**src/gzhp_pkg.sv**
```systemverilog
// ----------------------------------------------------------------------------
// gzhp_pkg
// Shared types and constants for the gzip member header parser.
// ----------------------------------------------------------------------------
package gzhp_pkg;

  localparam int unsigned PREAMBLE_BYTES_DEFAULT = 128;

  localparam int unsigned SKIP_W  = 16;
  localparam int unsigned COUNT_W = 32;

  localparam logic [7:0] MAGIC_ID1   = 8'h1f;
  localparam logic [7:0] MAGIC_ID2   = 8'h8b;
  localparam logic [7:0] METHOD_DEFL = 8'h08;

  // flag_bits holds FLG >> 1
  localparam int unsigned FB_PART  = 0;
  localparam int unsigned FB_EXTRA = 1;
  localparam int unsigned FB_NAME  = 2;
  localparam int unsigned FB_COMM  = 3;
  localparam int unsigned FB_ENC   = 4;

  typedef enum logic [2:0] {
    ST_BUSY   = 3'd0,
    ST_DONE   = 3'd1,
    ST_MAGIC  = 3'd2,
    ST_METHOD = 3'd3,
    ST_ENC    = 3'd4,
    ST_TRUNC  = 3'd5,
    ST_IDLE   = 3'd6
  } status_t;

  typedef struct packed {
    logic [7:0] data_byte;
    logic       start_flag;
    logic       end_flag;
  } item_t;

  typedef struct packed {
    status_t              status;
    logic [COUNT_W-1:0]   header_length;
  } result_t;

endpackage

```
**src/gzip_header_parser_core.sv**
```systemverilog
// ----------------------------------------------------------------------------
// gzip_header_parser_core
// Byte-wide gzip member header parser with registered input and result.
// ----------------------------------------------------------------------------
//
//  channel  signals                                  direction
//  -------  ---------------------------------------  ---------
//  in       in_valid, in_stall, data_byte,           sink
//           start_flag, end_flag
//  out      out_valid, out_stall, status,            source
//           header_length
//
// one request per cycle sustained while out_stall stays low; each result leaves
// through the input register, then the result register, after its request is taken
// the parse state updates in the same cycle a result is registered, so
// consecutive bytes follow without bubbles
// synchronous reset clears the parse state and both valid flags
// out_stall holds the result register, and in_stall rises once the input
// register is also full
module gzip_header_parser_core
  import gzhp_pkg::*;
#(
  parameter int unsigned PREAMBLE_BYTES = PREAMBLE_BYTES_DEFAULT
) (
  input  logic               clk,
  input  logic               rst,
  input  logic               in_valid,
  output logic               in_stall,
  input  logic [7:0]         data_byte,
  input  logic               start_flag,
  input  logic               end_flag,
  output logic               out_valid,
  input  logic               out_stall,
  output logic [2:0]         status,
  output logic [COUNT_W-1:0] header_length
);

  item_t   s1_item;
  logic    s1_valid;
  logic    out_free;
  logic    step;
  result_t res;

  assign out_free = !out_valid || !out_stall;
  assign step     = s1_valid && out_free;
  assign in_stall = s1_valid && !out_free;

  always_ff @(posedge clk) begin
    if (rst) begin
      s1_valid <= 1'b0;
    end else if (!in_stall) begin
      s1_valid <= in_valid;
    end
  end

  always_ff @(posedge clk) begin
    if (in_valid && !in_stall) begin
      s1_item.data_byte  <= data_byte;
      s1_item.start_flag <= start_flag;
      s1_item.end_flag   <= end_flag;
    end
  end

  gzhp_parser #(
    .PREAMBLE_BYTES(PREAMBLE_BYTES)
  ) u_parser (
    .clk    (clk),
    .rst    (rst),
    .step   (step),
    .item   (s1_item),
    .result (res)
  );

  always_ff @(posedge clk) begin
    if (rst) begin
      out_valid <= 1'b0;
    end else if (out_free) begin
      out_valid <= s1_valid;
    end
  end

  always_ff @(posedge clk) begin
    if (step) begin
      status        <= res.status;
      header_length <= res.header_length;
    end
  end

endmodule

```
**src/gzhp_parser.sv**
```systemverilog
// ----------------------------------------------------------------------------
// gzhp_parser
// Header parse state and the per-byte next-state logic. Presents the result
// for the current request; state advances when step is high.
// ----------------------------------------------------------------------------
module gzhp_parser
  import gzhp_pkg::*;
#(
  parameter int unsigned PREAMBLE_BYTES = PREAMBLE_BYTES_DEFAULT
) (
  input  logic    clk,
  input  logic    rst,
  input  logic    step,
  input  item_t   item,
  output result_t result
);

  localparam logic [SKIP_W-1:0] PRE_SKIP = SKIP_W'(PREAMBLE_BYTES - 1);

  typedef enum logic [3:0] {
    PH_IDLE, PH_FIRST, PH_PREAMBLE, PH_MAGIC1, PH_MAGIC2, PH_METHOD, PH_FLAGS,
    PH_FIXED, PH_PART, PH_XLO, PH_XHI, PH_XDATA, PH_NAME, PH_COMMENT
  } phase_t;

  phase_t              phase, phase_next;
  logic [SKIP_W-1:0]   skip_count, skip_count_next;
  logic [4:0]          flag_bits, flag_bits_next;
  logic [7:0]          extra_len_low, extra_len_low_next;
  logic [COUNT_W-1:0]  byte_count, byte_count_next;

  // start-adjusted current state
  phase_t              ph;
  logic [SKIP_W-1:0]   sk;
  logic [4:0]          fb;
  logic [7:0]          xl;
  logic [COUNT_W-1:0]  bc;

  // choice of the next optional part
  phase_t              np_phase;
  logic [4:0]          np_flags;
  logic                np_done;

  status_t             st;
  logic [SKIP_W-1:0]   sk_dec;
  logic [SKIP_W-1:0]   xlen;

  always_comb begin
    ph = phase;
    sk = skip_count;
    fb = flag_bits;
    xl = extra_len_low;
    bc = byte_count;
    if (item.start_flag) begin
      ph = PH_FIRST;
      sk = '0;
      fb = '0;
      xl = '0;
      bc = '0;
    end
  end

  always_comb begin
    np_phase = ph;
    np_flags = fb;
    np_done  = 1'b0;
    priority if (fb[FB_PART]) begin
      np_flags[FB_PART] = 1'b0;
      np_phase = PH_PART;
    end else if (fb[FB_EXTRA]) begin
      np_flags[FB_EXTRA] = 1'b0;
      np_phase = PH_XLO;
    end else if (fb[FB_NAME]) begin
      np_flags[FB_NAME] = 1'b0;
      np_phase = PH_NAME;
    end else if (fb[FB_COMM]) begin
      np_flags[FB_COMM] = 1'b0;
      np_phase = PH_COMMENT;
    end else begin
      np_done = 1'b1;
    end
  end

  assign sk_dec = sk - 1'b1;
  assign xlen   = {item.data_byte, xl};

  always_comb begin
    phase_next         = ph;
    skip_count_next    = sk;
    flag_bits_next     = fb;
    extra_len_low_next = xl;
    byte_count_next    = bc;
    st                 = ST_BUSY;
    if (ph == PH_IDLE) begin
      phase_next = PH_IDLE;
      st = ST_IDLE;
    end else if (item.end_flag) begin
      phase_next = PH_IDLE;
      st = ST_TRUNC;
    end else begin
      if (bc != '1) begin
        byte_count_next = bc + 1'b1;
      end
      unique case (ph)
        PH_FIRST: begin
          if (item.data_byte == 8'h00) begin
            skip_count_next = PRE_SKIP;
            phase_next = (PRE_SKIP == '0) ? PH_MAGIC1 : PH_PREAMBLE;
          end else if (item.data_byte != MAGIC_ID1) begin
            st = ST_MAGIC;
          end else begin
            phase_next = PH_MAGIC2;
          end
        end
        PH_PREAMBLE: begin
          skip_count_next = sk_dec;
          if (sk_dec == '0) begin
            phase_next = PH_MAGIC1;
          end
        end
        PH_MAGIC1: begin
          if (item.data_byte != MAGIC_ID1) st = ST_MAGIC;
          else phase_next = PH_MAGIC2;
        end
        PH_MAGIC2: begin
          if (item.data_byte != MAGIC_ID2) st = ST_MAGIC;
          else phase_next = PH_METHOD;
        end
        PH_METHOD: begin
          if (item.data_byte != METHOD_DEFL) st = ST_METHOD;
          else phase_next = PH_FLAGS;
        end
        PH_FLAGS: begin
          flag_bits_next = item.data_byte[5:1];
          if (item.data_byte[FB_ENC+1]) begin
            st = ST_ENC;
          end else begin
            skip_count_next = SKIP_W'(6);
            phase_next = PH_FIXED;
          end
        end
        PH_FIXED, PH_PART, PH_XDATA: begin
          skip_count_next = sk_dec;
          if (sk_dec == '0) begin
            if (np_done) begin
              st = ST_DONE;
            end else begin
              phase_next     = np_phase;
              flag_bits_next = np_flags;
              if (np_phase == PH_PART) skip_count_next = SKIP_W'(2);
            end
          end
        end
        PH_XLO: begin
          extra_len_low_next = item.data_byte;
          phase_next = PH_XHI;
        end
        PH_XHI: begin
          skip_count_next = xlen;
          if (xlen == '0) begin
            // empty extra field goes straight on
            if (np_done) begin
              st = ST_DONE;
            end else begin
              phase_next     = np_phase;
              flag_bits_next = np_flags;
              if (np_phase == PH_PART) skip_count_next = SKIP_W'(2);
            end
          end else begin
            phase_next = PH_XDATA;
          end
        end
        PH_NAME, PH_COMMENT: begin
          if (item.data_byte == 8'h00) begin
            if (np_done) begin
              st = ST_DONE;
            end else begin
              phase_next     = np_phase;
              flag_bits_next = np_flags;
              if (np_phase == PH_PART) skip_count_next = SKIP_W'(2);
            end
          end
        end
        default: begin
          st = ST_MAGIC;
        end
      endcase
      if (st != ST_BUSY) begin
        phase_next = PH_IDLE;
      end
    end
  end

  assign result.status        = st;
  assign result.header_length = byte_count_next;

  always_ff @(posedge clk) begin
    if (rst) begin
      phase         <= PH_IDLE;
      skip_count    <= '0;
      flag_bits     <= '0;
      extra_len_low <= '0;
      byte_count    <= '0;
    end else if (step) begin
      phase         <= phase_next;
      skip_count    <= skip_count_next;
      flag_bits     <= flag_bits_next;
      extra_len_low <= extra_len_low_next;
      byte_count    <= byte_count_next;
    end
  end

endmodule

```
**config.mk**
```make
export PLATFORM = sky130hd
export DESIGN_NAME = gzip_header_parser_core
export DESIGN_NICKNAME = d
export VERILOG_FILES = /design/src/gzhp_pkg.sv /design/src/gzip_header_parser_core.sv /design/src/gzhp_parser.sv
export SDC_FILE = /design/constraint.sdc
export NUM_CORES = 1
export LEC_CHECK = 0
export ABC_AREA = 1
export BUFFER_PORTS_ARGS = -buffer_cell sky130_fd_sc_hd__buf_2
export CORE_UTILIZATION = 45
export DETAILED_ROUTE_END_ITERATION = 8
export GPL_TIMING_DRIVEN = 0
export PLACE_DENSITY = 0.72
export SLEW_MARGIN = 20
export SYNTH_ARGS = -nofsm -noshare
export SYNTH_HDL_FRONTEND = slang
export SYNTH_SLANG_ARGS = --single-unit
```
**constraint.sdc**
```tcl
create_clock -name clk -period 4.14 [get_ports clk]
set_clock_uncertainty 0.2 [all_clocks]
set_input_delay 0.621 -clock clk [delete_from_list [all_inputs] [get_ports clk]]
set_output_delay 0.621 -clock clk [all_outputs]
set_load 0.005 [all_outputs]
```
==> run summary, run 1 <==
Net Count, Synth = 1162
total gr overflow = 0
dpl hpwl = 18600 um
FP Rows = 47
cts bufs inserted = 9
first-pass iteration count of the detailed router = 5
Clk pwr share = 33.6%
Layout area overhead = 10.9%
final setup TNS = 0 ps
post-CTS setup buffers = 0
Final Critical Period = 3770 ps
R2R Path Start = s1_item[1]
DR vias/cell = 5.46
top_reg_cell synth = dfxtp_1
Max clock buf depth = 2
worst r2r path cells = 18
Synth area leaders = edfxtp_1 18%, dfxtp_1 17%, nand2_1 15%
status = finished, final reports clean
Post-synth EDFFs = 45
cts-stage hold buffer count = 0
synthesized area = 7720 um^2
delay-heaviest family, CP = simple AND/OR/NAND/NOR gates
layout cells sized above 1 = 13.4%
final WL = 24200 um
Worst-Skew Late Latency = 370 ps
worst path cell trace = buf_6, buf_6, buf_2, nor2_1, ha_1, nand4_2, nor2_2, nand2_1, nor2_2, nand2_1, nor2_2, nand2_2, nand2_4, nor2_8, buf_6, nand3b_1, xnor2_1, inv_1
first-pass GRT wire length = 37800 um
type of origin of the critical path = register
Die ar. = 17700 um^2
Worst path depth = 18
Setup Crit Path Kind = register to register
PostCTS Resize Cnt = 0
vias in the first global route = 7116
worst IR drop on VDD = 200 uV
Worst path max stage delay = 580 ps
Synth area leader = edfxtp_1
Max FO, Critical Path = 10
synthesis warning total = 0
Worst Tran Pin Value = 777 ps
reg-to-reg slack, setup = 370 ps
register area share after synthesis = 34.6%
DRT iter0 DRCs = 709
TritonCTS clock tree = built
# nets final = 1224
critical path required time = 4050 ps
I/O pin count = 51
Final setup viols = 0
Worst-path clk slew = 80 ps
maxcap violations = 0
Tcrit/Tclk final = 91.1%
worst-path cell with the longest stage delay = edfxtp_1
Mapped Cells = 1145
RSZ-0062 raised after global routing = false
post-synth cell types = 49
Hold WC Path Type = primary input to register
average size of a mapped cell = 6.74 um^2
sw frac = 31.8%
Routed WL per cell = 16.9 um
Placer Congestion = 1.00
die height = 133 um
final core occ = 51.4%
post-route ant nets = 0
Worst setup EP type = register
combinational share of power = 18.5%
GRT Util Overall = 27.9%
leakage = 0.00391 uW
IO Port Bufs = 50
Synth async-reset ratio = 0%
Critical path buffers and inverters = 5
number of H-tree levels = 3
NetSw = 825 uW
initial antenna violation count = 0
CTS root buf = clkbuf_16
vias = 7812
Power Density = 303 nW/um^2
P_int = 1770 uW
drt drc = 0
Yosys reg bits = 111
Hold Crit Depth = 1
HP Start = data_byte[3]
sequential power share = 47.9%
final hold viol count = 0
Clock Sinks = 111
largest net degree at the start of global routing = 33
floorplan core area = 16600 um^2
Die Span X = 133 um
crit path launch = s1_item[1]
max-slew violations = 0
Worst EP arrival = 3680 ps
post-synth top area share = 17.5%
# diodes = 0
Starting Density = 46.4%
FMAX = 265 MHz
Worst slew margin = 48.2%
## cells by family (layout without fill, tap and decap cells)
logic type,Yosys count,after routing,share of synthesized area [%]
buf+inv,203,270,11.0
fa+ha+maj,3,3,0.486
compound gates,209,209,15.1
xor+xnor,26,26,3.34
simple gates,593,593,35.5
flops,111,111,34.6
## through the flow
stage | setup WS [ps] | instances | hold WS, ps | instance area [um^2] | power (uW)
final | 370 | 1432 | 222 | 8560 | 2600
after global routing | 150 | 1432 | 214 | 8560 | 2700
after CTS | 382 | 1432 | 217 | 8560 | 2600
after detailed placement | 394 | 1416 | 263 | 8270 | 1740
after global placement | 441 | 1415 | 254 | 8240 | 1730
after floorplan | 1070 | 1145 | 245 | 7720 | 1590
## power by group through the flow
stage,clock network [uW],registers (uW),logic (uW)
after floorplan,0,1260,330
after global placement,0,1270,462
after detailed placement,0,1270,471
after CTS,883,1240,472
after global routing,922,1250,528
final,871,1240,480
## final timing paths
| path | endpoint |
|---|---|
| worst max register to register | header_length[28] |
| worst min register to register | u_parser.skip_count[15] |
| worst min-delay path | s1_item[5] |
| worst max-delay path | header_length[28] |
## Yosys cell counts (3+ instances only)
master / instances
a21oi_1: 83
a221oi_1: 10
a22oi_1: 4
a31oi_1: 4
buf_2: 4
buf_6: 7
clkbuf_1: 23
clkinv_1: 3
dfxtp_1: 66
edfxtp_1: 45
ha_1: 3
inv_1: 154
inv_2: 9
nand2_1: 302
nand2_2: 15
nand2_4: 8
nand3_1: 53
nand3_2: 5
nand3b_1: 5
nand4_1: 18
nor2_1: 122
nor2_2: 23
nor2_4: 6
nor3_1: 16
nor4_1: 7
o2111ai_1: 3
o211ai_1: 11
o21ai_0: 73
o21ai_1: 14
o21ai_2: 3
xnor2_1: 6
xor2_1: 16
xor2_2: 4
## final cells by class
type                    count  area (um^2)
plain buffers              37          225
repair buffers             51          270
fillers                  1696         8080
well taps                 220          275
clock inverters             6         66.3
flip-flops and latches    111         2670
clock buffers              10          229
inverters                 166          623
multi-input cells         831         4200
## layer usage
metal,wire length (um),GRT usage [%],share of wire (%),up-vias
met4,1140,16.2,4.7,0
met1,10200,35.2,42,3562
met2,11200,45.2,46,334
li1,-,-,-,3850
met3,1570,4.14,6.5,66
met5,0,0,0,-
## state kept, by name, indices dropped and copies added (netlist names)
name                    cells
header_length              32
out_valid                   1
s1_item                    10
s1_valid                    1
status                      3
u_parser.byte_count        32
u_parser.extra_len_low      8
u_parser.flag_bits          4
u_parser.phase              4
u_parser.skip_count        16
## layout by cell type, fill, tap and decap left out, types with 3 or more instances in the layout
cell type and n:
dfxtp_1 66, nor2_4 6, clkinv_1 3, a22oi_1 4, a221oi_1 10, nand2_4 8
nor3_1 16, o21ai_2 3, nand3b_1 5, a21oi_1 83, inv_2 9, clkbuf_1 23
ha_1 3, nor2_2 23, o21ai_1 14, nor4_1 7, xnor2_1 6, a31oi_1 4
buf_6 7, nand3_1 53, clkbuf_16 9, o2111ai_1 3, nand3_2 5, nand2_1 302
nor2_1 122, nand4_1 18, o211ai_1 11, o21ai_0 73, inv_1 154, edfxtp_1 45
xor2_1 16, buf_2 54, xor2_2 4, nand2_2 15
(Power assumes the default switching activity.)
==> run 2: changes to the inputs <==
- BUFFER_PORTS_ARGS: -buffer_cell sky130_fd_sc_hd__buf_2 -> -buffer_cell sky130_fd_sc_hd__buf_4
==> run summary, run 2 (synthesis gave the netlist of run 1 again) <==
cts bufs inserted = 9 (unchanged)
most frequent cells in the layout = 302 x nand2_1, 154 x inv_1, 122 x nor2_1, 83 x a21oi_1, 73 x o21ai_0
largest net degree at the start of global routing = 33 (unchanged)
Worst EP arrival = 3730 ps (+50 ps)
status = finished, final reports clean
hold slack = 227 ps (+5.79 ps)
layout cells sized above 1 = 13.4% (unchanged)
leakage = 0.00394 uW (+0.89%)
Final Critical Period = 3810 ps (+42.9 ps)
Hold Crit Depth = 1 (unchanged)
final setup TNS = 0 ps (unchanged)
Filler Cell Count = 1688 (-0.47%)
drt drc = 0 (unchanged)
reg-to-reg slack, setup = 330 ps (-40 ps)
final WL = 24400 um (+0.89%)
FMAX = 262 MHz (-1.1%)
# nets final = 1224 (unchanged)
post-CTS setup buffers = 0 (unchanged)
Worst slew margin = 51.5% (+3.3 points)
Routed WL per cell = 17.0 um (+0.89%)
Final setup viols = 0 (unchanged)
vias = 7890 (+1.0%)
worst r2r path cells = 18 (unchanged)
IO Port Bufs = 50 (unchanged)
cts-stage hold buffer count = 0 (unchanged)
die height = 133 um (unchanged)
global-route track usage on met2 = 46.9% (+1.7 points)
Tcrit/Tclk final = 92.1% (+1.0 points)
vias in the first global route = 7059 (-0.80%)
GRT Util Overall = 28.2% (+0.37 points)
multi-input logic area = 4200 um^2 (unchanged)
Worst Hold End = s1_item[5]
Placer Congestion = 1.01 (+0.98%)
M3 GR Usage = 3.91% (-0.23 points)
Worst-Skew Late Latency = 370 ps (about the same)
initial antenna violation count = 0 (unchanged)
GR peak layer = met2
Max clock buf depth = 2 (unchanged)
Hold WC Path Type = primary input to register
maxcap violations = 0 (unchanged)
total gr overflow = 0 (unchanged)
# diodes = 0 (unchanged)
Layout area overhead = 12.5%
HP Start = data_byte[3]
DRT iter0 DRCs = 797 (+12%)
FP Rows = 47 (unchanged)
Worst setup EP type = register
Worst-path clk slew = 80 ps (about the same)
first-pass GRT wire length = 38100 um (+0.75%)
CTS root buf = clkbuf_16
final core occ = 52.2% (+0.72 points)
Starting Density = 46.4% (unchanged)
post-route ant nets = 0 (unchanged)
floorplan core area = 16600 um^2 (unchanged)
I/O pin count = 51 (unchanged)
R2R Path Start = s1_item[1]
worst IR drop on VDD = 198 uV (-0.99%)
PostCTS Resize Cnt = 0 (unchanged)
Max FO, Critical Path = 10 (unchanged)
Die Span X = 133 um (unchanged)
Clock Sinks = 111 (unchanged)
number of H-tree levels = 3 (unchanged)
Reg area = 2670 um^2 (unchanged)
critical path required time = 4050 ps (about the same)
met1 Usage GRT = 35.4% (+0.22 points)
Die ar. = 17700 um^2 (unchanged)
Power Density = 302 nW/um^2 (-0.56%)
RSZ-0062 raised after global routing = false
Setup Crit Path Kind = register to register
type of origin of the critical path = register
max-slew violations = 0 (unchanged)
DR vias/cell = 5.51 (+1.0%)
first-pass iteration count of the detailed router = 5 (unchanged)
commonest non-fill, non-tap cell in the layout = nand2_1
Worst Tran Pin Value = 721 ps (-56.0 ps)
TritonCTS clock tree = built
Largest regs = header_length x32, u_parser.byte_count x32, u_parser.skip_count x16
dpl hpwl = 18700 um (+0.85%)
total power = 2620 uW (+0.84%)
final hold viol count = 0 (unchanged)
FF-to-FF End = header_length[28]
## run 2: cell types whose count changed in the layout (fill, tap and decap cells not counted)
cell      previous run  this run
buf_2               54         4
buf_4                0        50
clkinv_4             1         0
clkinv_8             2         1
inv_6                2         3
inv_8                0         1
## run 2: worst max-delay path by stage
stage / startpoint / to / slack (ps)
after global placement: s1_item[1] / header_length[28] / 380
after detailed placement: s1_item[1] / header_length[28] / 350
after floorplan: s1_item[1] / header_length[20] / 1070
after CTS: s1_item[1] / header_length[28] / 330
after global routing: s1_item[1] / header_length[28] / 80
final: s1_item[1] / header_length[28] / 330
## run 2: metal layers
metal | part of all wire [%] | vias up
li1 | - | 3835
met2 | 47 | 371
met1 | 41 | 3623
met5 | 0 | -
met4 | 4.5 | 0
met3 | 7.2 | 61
## run 2: power breakdown
part / internal (uW) / switching [uW] / total [uW] / leakage, uW
Combinational: 157 / 335 / 492 / 0.00282
Sequential: 1200 / 46.0 / 1250 / 0.000982
Clock: 426 / 454 / 880 / 0.000139
Total: 1780 / 835 / 2620 / 0.00394
## run 2: critical path, stage by stage, from the launching register on
cell and delay (ps):
edfxtp_1 610, buf_6 270, buf_6 160, buf_2 200
nor2_1 200, ha_1 260, nand4_2 130, nor2_2 160
nand2_1 100, nor2_2 110, nand2_1 130, nor2_2 190
nand2_2 110, nand2_4 120, nor2_8 60, buf_6 180
nand3b_1 110, xnor2_1 160, inv_1 60
## run 2: per-stage QoR
| stage | setup slack, ps | instance area (um^2) | instances |
|---|---|---|---|
| 4_1_cts | 333 | 8680 | 1432 |
| 5_1_grt | 84.5 | 8680 | 1432 |
| 3_3_place_gp | 385 | 8370 | 1415 |
| 3_5_place_dp | 352 | 8390 | 1416 |
| 2_1_floorplan | 1070 | 7720 | 1145 |
| 6_report | 327 | 8680 | 1432 |
## run 2: cell type report
class,instances,share of cell area (%)
buffer,37,2.59
clock buffer,10,2.64
clock inverter,6,0.706
inverter,166,7.18
multi-input combinational,831,48.4
sequential,111,30.8
tap,220,3.17
timing repair buffer,51,4.55
